File: config.mk
export PLATFORM = sky130hd
export DESIGN_NAME = scac_mul
export DESIGN_NICKNAME = d
export VERILOG_FILES = /design/src/hdl/scac_mul.sv
export SDC_FILE = /design/constraint.sdc
export NUM_CORES = 2
export LEC_CHECK = 0
export ABC_AREA = 1
export CORE_MARGIN = 2
export CORE_UTILIZATION = 45
export CTS_BUF_LIST = sky130_fd_sc_hd__clkbuf_2 sky130_fd_sc_hd__clkbuf_4 sky130_fd_sc_hd__clkbuf_8
export DETAILED_ROUTE_END_ITERATION = 8
export DONT_BUFFER_PORTS = 1
export GPL_TIMING_DRIVEN = 1
export HOLD_SLACK_MARGIN = 0.12
export PLACE_DENSITY_LB_ADDON = 0.08
export RECOVER_POWER = 25
export REMOVE_ABC_BUFFERS = 1
export SYNTH_ARGS = -nofsm -noshare
export SYNTH_HDL_FRONTEND = slang
export SYNTH_SLANG_ARGS = --single-unit
File: constraint.sdc
create_clock -name clk -period 16.9 [get_ports clk]
set_input_delay 3.38 -clock clk [delete_from_list [all_inputs] [get_ports clk]]
set_output_delay 3.38 -clock clk [all_outputs]
set_load 0.02 [all_outputs]
File: src/hdl/scac_mul.sv
`timescale 1ns / 1ps
module scac_mul (
  input  logic        clk,
  input  logic [39:0] a,
  input  logic [33:0] b,
  output logic [73:0] p
);

  // Register the product
  always_ff @(posedge clk) begin
    p <= 74'(a) * 74'(b);
  end

endmodule

* Word level (Yosys, flattened, before mapping)
Index checks and enable logic that the tools add are counted.
Storage, ports and cells: bits of input ports 75, register bits 74, output and inout port bits 74
Cells by class: multipliers 1
Operators with widths (count):
- 40-bit by 34-bit multiplier with 74-bit output | 1

* Logic depth before layout (Yosys ltp)
depth after elaboration 1, gate-level depth with buffers 33, gate-level depth less buffers 31

* Worst setup path after synthesis
Ideal clock, no wire load.
path kind input -> register, start in a[13], end reg p[71], slack 7.363 ns, setup time 0.112 ns, stages 31, path buffers 2, arrival 9.425 ns, required time 16.788 ns, cells stage by stage clkbuf_1 > clkbuf_1 > nand2_1 > fa_1 > inv_1 > fa_1 > fa_1 > inv_1 > fa_1 > inv_1 > fa_1 > inv_1 > fa_1 > inv_1 > fa_1 > inv_1 > fa_1 > inv_1 > ha_1 > nand2_1 > inv_1 > nand2_1 > inv_1 > a21oi_1 > nand3_2 > nand2_1 > nand2_2 > nand2_1 > nand2_1 > nand2_1 > nand2_1
Between the ends: longest elaborated chain between the ends 1
Ends and longest elaborated chain:
- from (decl) | RTL line 4 | input logic [39:0] a,
- 40-bit by 34-bit multiplier with 74-bit output | RTL line 11 | p <= 74'(a) * 74'(b);
- to (signal assigned) | RTL line 11
- to (decl) | RTL line 6 | output logic [73:0] p
No other way between the ends.

* Final worst setup path
start in a[9], end reg p[65]
The elaborated chain is that of the path after synthesis.

==> impl_results.md <==
- Commonest cells post-synth: 2102 x inv_1, 1836 x nand2_1, 1212 x fa_1, 290 x ha_1, 289 x clkbuf_1
- Layout Nets: 7550
- Largest family of logic cells by synthesized area: adder cells
- Crit Path Category: in -> reg
- Die area: 0.109 mm^2
- CTS root buffer: clkbuf_8
- Final hold vios: 0
- Final min period: 9.38 ns
- Post-synth cell types: 32
- Post-CTS Resized: 0
- Synth area leaders: fa_1 51%, inv_1 17%, nand2_1 14%
- Via Count: 35468
- Cts bufs inserted: 9
- Largest area contributor in the netlist: fa_1
- Top Metal Used: met5
- Ys flop type: dfxtp_1
- RSZ-0062 raised after global routing: false
- Slew Viols, Final: 0
- Post-CTS Setup Bufs: 0
- Worst min path class: in -> reg
- Drc violations: 0
- Met3 routed WL: 10000 um
- Clk buf depth: 2
- Port Buffers: 0
- Crit path DAT: 9.72 ns
- Max frequency: 0.107 GHz
- Worst setup EP type: flip-flop
- DRT Pass-1 Iters: 5
- Synth Area in Adders: 58.5%
- Reg clk slew, reported paths: 0.11 ns
- Core area: 0.105 mm^2
- Routed Antenna Nets: 0
- Wl on met1: 62000 um
- Share of the synthesized area in the top cell type: 50.9%
- Tot GR Track Use: 27.7%
- Crit share post-route: 55.5%
- Synth Area in Compound Gates: 1.44%
- Worst-Margin Slew: 0.522 ns
- XOR/XNOR Fraction of Synth Area: 0.808%
- Vias per inst: 4.81
- Layout cells sized above 1: 1.39%
- Cell with the most instances after synthesis: inv_1
- Worst Path Required: 17.24 ns
- # IOs: 149
- Post-Syn Area per Cell: 7.62 um^2
- Grt ovf: 0
- First-pass GRT wire length: 228000 um
- H-Tree Level Count: 3
- Initial Util: 45.3%
- Mux contribution to synthesized area: 0%
- Crit path max fanout: 34
- Syn. warnings: 0
- Number of global-route vias before repair: 38702
- Pin count of the biggest net entering global routing: 41
- Final setup TNS: 0 ns
- Setup Viol. Count Final: 0
- Ys async rst share: 0%
- CTS Hold Bufs: 0
- Initial antenna violation count: 4
- Clk sinks: 74
- Post-synthesis register bit count: 74
- Largest registers: p: 74 flops
- Type of origin of the critical path: primary input
- Syn Std Cell Area: 0.0477 mm^2
- Register area share after synthesis: 3.11%
- Die H: 329 um
- CTS tree: done
- DRT Wirelength: 142000 um
- Relative slew slack: 65.2%
- Max reg flops: 74
- Largest Register: p
- Max-cap violations: 0
- Simple-gate share of the synthesized area: 17.2%
- EDFF count, synth: 0
- Final Wtd Congestion: 0.951
- Row cnt: 119
- Metal2 WL: 67600 um
- Detailed Route Iter0 Violations: 2108
- Chip width: 329 um
- P&R area growth vs syn: 1.77%
- Post-DP HPWL: 115000 um
- Routed WL per cell: 19.3 um
- Outcome: finished, final reports clean
- Post-Syn Instances: 6258
metal layers:
metal  vias up  GRT usage [%]
met2       907           46.3
met4         2           4.86
met5         -          0.739
met1     18096           38.0
li1      16340              -
met3       123           5.12
cells by family (layout without fill, tap and decap cells):
kind of cell               after synthesis  count (layout)
DFF                                     74              74
adders and majority gates             1502            1502
buffers and inverters                 2401            2121
other                                    0               2
AOI/OAI and AO/OA                      130             130
xor gates and xnor gates                44              44
and+or+nand+nor                       2107            2107
path summary, 6_finish.rpt:
kind,cells after the start,start,slack [ns],endpoint
worst max-delay path,25,a[9],7.52,p[65]
worst min-delay path,2,b[0],3.06,p[0]
cell usage in the layout (no fill, tap or decap), types with 38 or more instances in the layout:
master / count
a21oi_1: 80
dfxtp_1: 74
fa_1: 1212
ha_1: 290
inv_1: 2102
nand2_1: 1836
nand2_2: 39
nand3_1: 42
nor2_1: 143
xor2_1: 38
layout make-up:
cell class,instances,area (um^2)
Clock inverter,7,83.8
Tap cell,1391,1740
Sequential cell,74,1480
Clock buffer,9,124
Inverter,2105,7900
Antenna cell,2,5.00
Fill cell,10806,56600
Multi-Input combinational cell,3783,37200
critical path, cell delays in order:
cell     delay, ns
nand2_1       0.10
inv_1         0.06
fa_1          0.53
inv_1         0.05
fa_1          0.48
inv_1         0.06
fa_1          0.50
inv_1         0.05
fa_1          0.56
inv_1         0.07
fa_1          0.54
fa_1          0.47
fa_1          0.53
fa_1          0.47
ha_1          0.36
nand2_1       0.13
inv_1         0.05
a21oi_1       0.29
nand2_1       0.22
nor2_1        0.14
nand2_1       0.26
nand2_1       0.18
nand2_1       0.07
nand2_1       0.06
nand2_1       0.05
per-stage QoR:
| step | setup slack [ns] | hold WS (ns) | util (%) | std cells | instance area [um^2] |
|---|---|---|---|---|---|
| after floorplan | 7.75 | 3.47 | - | 5962 | 46600 |
| after global placement | 7.10 | 3.48 | 45.9 | 7353 | 48300 |
| after detailed placement | 7.15 | 3.49 | 45.9 | 7353 | 48300 |
| after CTS | 7.59 | 3.02 | 46.1 | 7369 | 48500 |
| after global routing | 7.20 | 3.06 | 46.1 | 7370 | 48500 |
| final | 7.52 | 3.06 | 46.1 | 7371 | 48500 |
Power is not shown: default switching activity piles up to over one toggle a cycle in this logic, so the estimate is an artifact.
