## src/hdl/scac_pkg.sv

```systemverilog
`timescale 1ns / 1ps
package scac_pkg;

  localparam int MAX_MASSES_DEF = 1024;
  localparam logic [31:0] GRAVITY_RST = 32'd642689;

  // 40-bit force limits
  localparam logic signed [39:0] FLIM = 40'sh7F_FFFF_FFFF;
  localparam logic signed [39:0] FMIN = 40'sh80_0000_0000;
  localparam logic signed [41:0] SUM_MAX = 42'sd549755813887;
  localparam logic signed [41:0] SUM_MIN = -42'sd549755813888;
  localparam logic [57:0] PROD_MAX = 58'd549755813887;

  // 32-bit acceleration limits
  localparam logic [31:0] ACC_MAX = 32'h7FFF_FFFF;
  localparam logic [31:0] ACC_MIN = 32'h8000_0000;

  // Iteration counts of the root/divide unit
  localparam int SQRT_STEPS = 33;
  localparam int DIV_STEPS = 56;

  typedef struct packed {
    logic signed [31:0] pos_x;
    logic signed [31:0] pos_y;
    logic signed [31:0] ext_force_x;
    logic signed [31:0] ext_force_y;
    logic [31:0]        mass_value;
    logic [31:0]        rest_length;
    logic [31:0]        stiffness;
    logic               last_mass;
  } mass_item_t;

  typedef struct packed {
    logic [9:0]         mass_index;
    logic signed [31:0] accel_x;
    logic signed [31:0] accel_y;
    logic               saturated;
    logic               last_result;
  } accel_item_t;

  typedef enum logic {
    OP_SQRT,
    OP_DIV
  } unit_op_t;

  typedef struct packed {
    logic     start;
    unit_op_t op;
  } unit_ctl_t;

  typedef struct packed {
    logic busy;
    logic done;
  } unit_stat_t;

  typedef enum logic [4:0] {
    ST_IDLE,
    ST_DIFF,
    ST_SQ_A,
    ST_SQ_B,
    ST_SQ_SUM,
    ST_ROOT,
    ST_ROOT_WAIT,
    ST_DR,
    ST_TMUL,
    ST_TCLIP,
    ST_UX_WAIT,
    ST_FX_MUL,
    ST_FX_SET,
    ST_UY_WAIT,
    ST_FY_MUL,
    ST_FY_SET,
    ST_PEND,
    ST_AX,
    ST_AX_WAIT,
    ST_AY,
    ST_AY_WAIT,
    ST_EMIT,
    ST_WMUL,
    ST_WCLIP,
    ST_CFY,
    ST_CFY_W,
    ST_ANCHOR,
    ST_FINISH
  } seq_state_t;

  typedef struct packed {
    logic               sat;
    logic signed [39:0] val;
  } sat40_t;

  // Saturating 40-bit add
  function automatic sat40_t add_sat(input logic signed [40:0] a,
                                     input logic signed [40:0] b);
    logic signed [41:0] s;
    sat40_t r;
    s = {a[40], a} + {b[40], b};
    if (s > SUM_MAX) begin
      r.sat = 1'b1;
      r.val = FLIM;
    end else if (s < SUM_MIN) begin
      r.sat = 1'b1;
      r.val = FMIN;
    end else begin
      r.sat = 1'b0;
      r.val = s[39:0];
    end
    return r;
  endfunction

  // Drop 16 fraction bits of a product and clip to the force limit
  function automatic sat40_t clip_q(input logic [73:0] p);
    sat40_t r;
    if (p[73:16] > PROD_MAX) begin
      r.sat = 1'b1;
      r.val = FLIM;
    end else begin
      r.sat = 1'b0;
      r.val = p[55:16];
    end
    return r;
  endfunction

endpackage

```

## src/hdl/scac_iter.sv

```systemverilog
`timescale 1ns / 1ps
module scac_iter (
  input  logic                  clk,
  input  logic                  rst,
  input  scac_pkg::unit_ctl_t   ctl,
  input  logic [65:0]           src,
  input  logic [33:0]           den,
  output scac_pkg::unit_stat_t  stat,
  output logic [55:0]           res
);

  logic [5:0]         cnt;
  logic [37:0]        rem;
  logic [55:0]        acc;
  logic [65:0]        sh;
  logic [33:0]        dn;
  scac_pkg::unit_op_t op_r;
  logic               busy;
  logic               done;

  logic [37:0] rem2;
  logic [37:0] trial;
  logic [37:0] diff;
  logic        ge;

  // One restoring step: two bits for a root, one bit for a quotient
  always_comb begin
    if (op_r == scac_pkg::OP_SQRT) begin
      rem2  = {rem[35:0], sh[65:64]};
      trial = {acc[35:0], 2'b01};
    end else begin
      rem2  = {rem[36:0], sh[65]};
      trial = {4'b0, dn};
    end
    ge   = rem2 >= trial;
    diff = rem2 - trial;
  end

  // Load operands on start, then step until the count runs out
  always_ff @(posedge clk) begin
    if (rst) begin
      busy <= 1'b0;
      done <= 1'b0;
    end else begin
      done <= 1'b0;
      if (ctl.start) begin
        busy <= 1'b1;
        op_r <= ctl.op;
        sh   <= src;
        dn   <= den;
        rem  <= '0;
        acc  <= '0;
        cnt  <= (ctl.op == scac_pkg::OP_SQRT) ? 6'(scac_pkg::SQRT_STEPS - 1)
                                              : 6'(scac_pkg::DIV_STEPS - 1);
      end else if (busy) begin
        rem <= ge ? diff : rem2;
        acc <= {acc[54:0], ge};
        sh  <= (op_r == scac_pkg::OP_SQRT) ? {sh[63:0], 2'b00} : {sh[64:0], 1'b0};
        cnt <= cnt - 6'd1;
        if (cnt == 6'd0) begin
          busy <= 1'b0;
          done <= 1'b1;
        end
      end
    end
  end

  assign stat.busy = busy;
  assign stat.done = done;
  assign res       = acc;

endmodule

```

## config.mk

```make
export PLATFORM = sky130hd
export DESIGN_NAME = scac_iter
export DESIGN_NICKNAME = d
export VERILOG_FILES = /design/src/hdl/scac_pkg.sv /design/src/hdl/scac_iter.sv
export SDC_FILE = /design/constraint.sdc
export NUM_CORES = 1
export LEC_CHECK = 0
export BUFFER_PORTS_ARGS = -buffer_cell sky130_fd_sc_hd__buf_2
export CAP_MARGIN = 25
export CORE_ASPECT_RATIO = 0.5
export CORE_MARGIN = 10
export CORE_UTILIZATION = 36
export DETAILED_ROUTE_END_ITERATION = 8
export PLACE_DENSITY_LB_ADDON = 0.12
export SYNTH_ARGS = -nofsm -noshare
export SYNTH_HDL_FRONTEND = slang
export SYNTH_SLANG_ARGS = --single-unit
export TNS_END_PERCENT = 50
```

## constraint.sdc

```tcl
create_clock -name clk -period 8.7 [get_ports clk]
set_input_delay 0.87 -clock clk [delete_from_list [all_inputs] [get_ports clk]]
set_output_delay 0.87 -clock clk [all_outputs]
set_load 0.005 [all_outputs]
```

* Word-level counts from Yosys, hierarchy flattened *
Cells that the tools add are included.

word-level totals
  bits in registers = 202
  word-level logic and storage cells = 33

operators by class
  $add $sub $neg = 2
  order comparisons = 1
  muxes and demuxes = 15
  bitwise gates (word level) = 2
  reductions and logical operators = 5

operator list
  kind                                                                 count
  66-bit two-way mux                                                   3
  38-bit two-way mux                                                   2
  37-bit two-way mux                                                   2
  56-bit two-way mux                                                   1
  38-bit greater-or-equal comparator                                   1
  37-bit subtractor                                                    1
  6-bit two-way mux                                                    2
  6-bit logical NOT                                                    1
  6-bit by 1-bit subtractor with 6-bit output (second input constant)  1
  5-bit two-way mux                                                    1
  1-bit two-way mux                                                    4
  2-bit AND reduction                                                  2
  3-bit OR reduction                                                   1
  1-bit inverter                                                       2
  2-bit nonzero test                                                   1

* Longest topological paths before layout *
  word-level depth = 4
  mapped depth = 18

* Least setup slack after synthesis *
No wires, ideal clock.

  path type = input to register
  start = input port ctl[1] (netlist name)
  end = register cnt[0], enable pin
  arrival time = 8352 ps
  path slack = -344 ps
  cell stages on the path = 4
  path buffers = 2
  path through = clkbuf_1 > buf_1 > nor2_1 > nor2_1

between the ends
  cells in the longest elaborated chain, start to end = 2

ends and longest elaborated chain
  item                           line             RTL
  start: declaration             scac_iter.sv:5   input scac_pkg::unit_ctl_t ctl,
  2-bit nonzero test (no line)   -
  2-bit AND reduction (no line)  -
  end signal: assignment         scac_iter.sv:53  cnt <= (ctl.op == scac_pkg::OP_SQRT) ? 6'(scac_pkg::SQRT_STEPS - 1)
  end signal: assignment         scac_iter.sv:59  cnt <= cnt - 6'd1;
  end: declaration               scac_iter.sv:12  logic [5:0] cnt;

Every way passes these cells.
A chain may end at the register's enable or synchronous reset.

* Worst setup path in the final report *
  start = register op_r
  end = register rem[25] (data pin)

between the ends
  cells in the longest elaborated chain, start to end = 4
  elaborated cells on any way between the ends = 6
  classes of those cells = 1 x add/sub; 1 x order compare; 4 x mux

ends and longest elaborated chain
  item                                                                            line                              RTL
  start: declaration                                                              scac_iter.sv:17                   scac_pkg::unit_op_t op_r;
  start signal: assignment                                                        scac_iter.sv:48                   op_r <= ctl.op;
  38-bit two-way mux                                                              scac_iter.sv:28                   if (op_r == scac_pkg::OP_SQRT) begin
  37-bit subtractor / 38-bit greater-or-equal comparator (equally long branches)  scac_iter.sv:36, scac_iter.sv:35
  37-bit two-way mux (*)                                                          scac_iter.sv:56                   rem <= ge ? diff : rem2;
  37-bit two-way mux (*)                                                          scac_iter.sv:55                   end else if (busy) begin
  end signal: assignment                                                          scac_iter.sv:56
  end: declaration                                                                scac_iter.sv:13                   logic [37:0] rem;

Mark *: on every way between the ends. The rest lies on a longest branch, timed or not. The select of a mux whose other input is x is not followed.

==> out/metrics.yaml <==
synth.area.top_cells: "edfxtp_1, mux2i_1, ha_1"
drtAntennaViolNets: 0
pwr-share-comb: 0.257
peakVddDrop_uv: 92.66
critPathBufInv: 3
outcome: "complete, no violations"
synth_cell_types: 66
place.gp.congestion: 0.8270
initial_utilization: 0.3703
yosysWarnings: 0
powerDensity_nw_per_um2: 218.8
die_area_um2: 39570
criticalPathCategory: "register to register"
endpoint_kind: "register"
p_sw_frac: 0.2991
seqCellArea_um2: 6046
period_needed_ps: 5045
syn_area_um2: 11380
cpLargestDelayFamily: "buffers and inverters"
netlist_instances: 971
endpoint: "rem[25]$_SDFFCE_PP0P_"
drc: 0
intPower_uw: 2035
reg2reg_from: "op_r$_DFFE_PP_"
critPathMostFrequentCell: "buf_4"
crit_required_ps: 9040
maxSlewViolCount: 0
ys.flop_type: "edfxtp_1"
drtPass1Iterations: 4
critPathLaunch: "op_r$_DFFE_PP_"
syn_nets: 1116
final-setup-viol-count: 0
critPathMaxFanout: 47
muxShareOfSynthArea: 0.1443
fin_skew_ps: 18.35
core_area_um2: 30740
layout_common_cells: "edfxtp_1, buf_2, mux2i_1, nand2_1, o21ai_0"
antenna_found_initial: 0
dpl.hpwl_um: 18650
pwr-share-clk: 0.324
multi_input_area_um2: 5022
cts_buffers: 21
rsz0062_at_grt: "no"
maxCapViolCount: 0
synth_top_family_by_area: "multiplexers"
p_leak_uw: 0.005313
cts.path.max_buffers: 3
cts-root-buf: "clkbuf_16"
layout_commonest_cell: "edfxtp_1"
post_drt_wl_per_cell_um: 17.77
crit_chain: "buf_4 -> buf_4 -> mux2_2 -> ha_1 -> nand4_1 -> or4_1 -> or3_1 -> o21ai_1 -> a21oi_1 -> o21a_1 -> o31ai_4 -> buf_4 -> nand2_2 -> o32ai_2"
final_hold_viol_count: 0
clock_latency_ps: 510
synth_top_area_frac: 0.5276
finalSetupTns_ps: 0
fin_nets: 1252
antenna_cells: 0
synth_compound_area_frac: 0.1044
synthAdderAreaFrac: 0.04572
synth-simple-area-share: 0.1200
ios: 162
fp.dieH_um: 145.7
critical_path_cell_count: 14
grt_pass1_vias: 8283
rrSetupSlack_ps: 3660
clk_pin_slew_ps: 70
clock-sinks: 202
min-delay-path-class: "register to register"
grt_max_degree: 117
io_buffers: 161
cts_post_setup_buffers_inserted: 0
grt_overflow: 0
clock.fmax_mhz: 198.2
drtIter0Drc: 462
cts_max_level: 1
r2r_cells: 14
routed-via-count: 7775
track_usage: 0.1348
slowest_stage: "buf_4"
fin_crit_sh: 0.5799
yosysTopAreaCell: "edfxtp_1"
regToRegEndpoint: "rem[25]$_SDFFCE_PP0P_"
power_switching_uw: 868.1
die_w_um: 271.5
cp_data_arrival_time_ps: 5380
synth-edff-count: 200
rows: 45
cp_slowest_stage_delay_ps: 600
final_area_um2: 13260
ys_async_sr_fraction: 0
min_from: "busy$_SDFF_PP0_"
place_area_um2: 12530
vias_per_cell: 5.036
cts_tree: "done"
layout-drive-gt1-share: 0.2293
startpoint_type: "register"
slew-limit-headroom: 0.3338
grt_pass1_wl_um: 44590
ys_ff_latch: 202
yosysSeqAreaShare: 0.5311
syn2layout_area_growth_pct: 16.52
fillerInstances: 2985
pwr-share-seq: 0.419
synth.avg_cell_area_um2: 11.72
drt-total-wl_um: 27430
worstMarginPinSlew_ps: 999.4
synthXorXnorAreaFrac: 0.02539
cts_resized: 0
cts.hold.buffers_added: 0
## cell type report
type,count,area share
multi-input combinational,701,0.3786
sequential,202,0.4558
timing repair buffer,171,0.07084
clock buffer,21,0.03962
inverter,10,0.002830
clock inverter,16,0.01236
tap,423,0.03990
## power by group through the flow
stage	Sequential, uW	Combinational, uW	Clock, uW
5_1_grt	1230	838	1010
4_1_cts	1220	753	974
6_report	1220	745	941
2_1_floorplan	1230	586	0
3_5_place_dp	1240	747	0
3_3_place_gp	1240	738	0
## how the worst min path moves through the flow
stage	cells after the start	to
global route	1	dn[10]$_DFFE_PP_
CTS	1	dn[16]$_DFFE_PP_
floorplan	1	done$_SDFF_PP0_
finish	1	done$_SDFF_PP0_
detailed placement	1	done$_SDFF_PP0_
global placement	1	done$_SDFF_PP0_
## kinds of logic after synthesis
kind of cell	Yosys count
DFF	202
xor gates and xnor gates	33
buffers and inverters	68
adders and majority gates	41
and+or+nand+nor	279
AOI/OAI and AO/OA	189
muxes	159
## state kept, by name, indices dropped and copies added, names as in the netlist
| name | count |
|---|---|
| done | 1 |
| cnt | 6 |
| rem | 37 |
| busy | 1 |
| dn | 34 |
| op_r | 1 |
| res | 56 |
| sh | 66 |
## synth_stat cells, drive strengths merged, types with 3 or more instances
master and count:
edfxtp 200, mux2i 121, nand2 96, o21ai 87
nor2b 60, nor2 55, ha 40, mux2 38
a21oi 37, clkbuf 33, buf 25, xnor2 18
nand2b 15, xor2 15, nand3 11, a211oi 9
inv 9, o21a 9, nor3 8, a21o 7
nand4 7, and2 6, a21boi 5, and3 5
and4 4, o21bai 4, or3 4, a221oi 3
a311oi 3, o211ai 3, o31ai 3
## metal layers
layer	share of wire	wire, um	track usage
met1	0.46	12580	0.1707
met3	0.037	1007	0.02670
met2	0.49	13490	0.2357
met4	0.013	352	0.02460
met5	0	0	0
## through the flow
stage | cells | power (uW) | worst slack [ps] | hold WS (ps) | util
detailed placement | 1505 | 1985 | 3633 | 500.4 | 0.4075
finish | 1544 | 2903 | 3655 | 520.6 | 0.4315
global placement | 1504 | 1976 | 3807 | 494.1 | 0.4066
global route | 1544 | 3074 | 3298 | 502.0 | 0.4315
floorplan | 971 | 1816 | 2443 | 479.3 | -
CTS | 1542 | 2945 | 3612 | 503.2 | 0.4299
No activity file was read; power rests on OpenSTA's default activity.
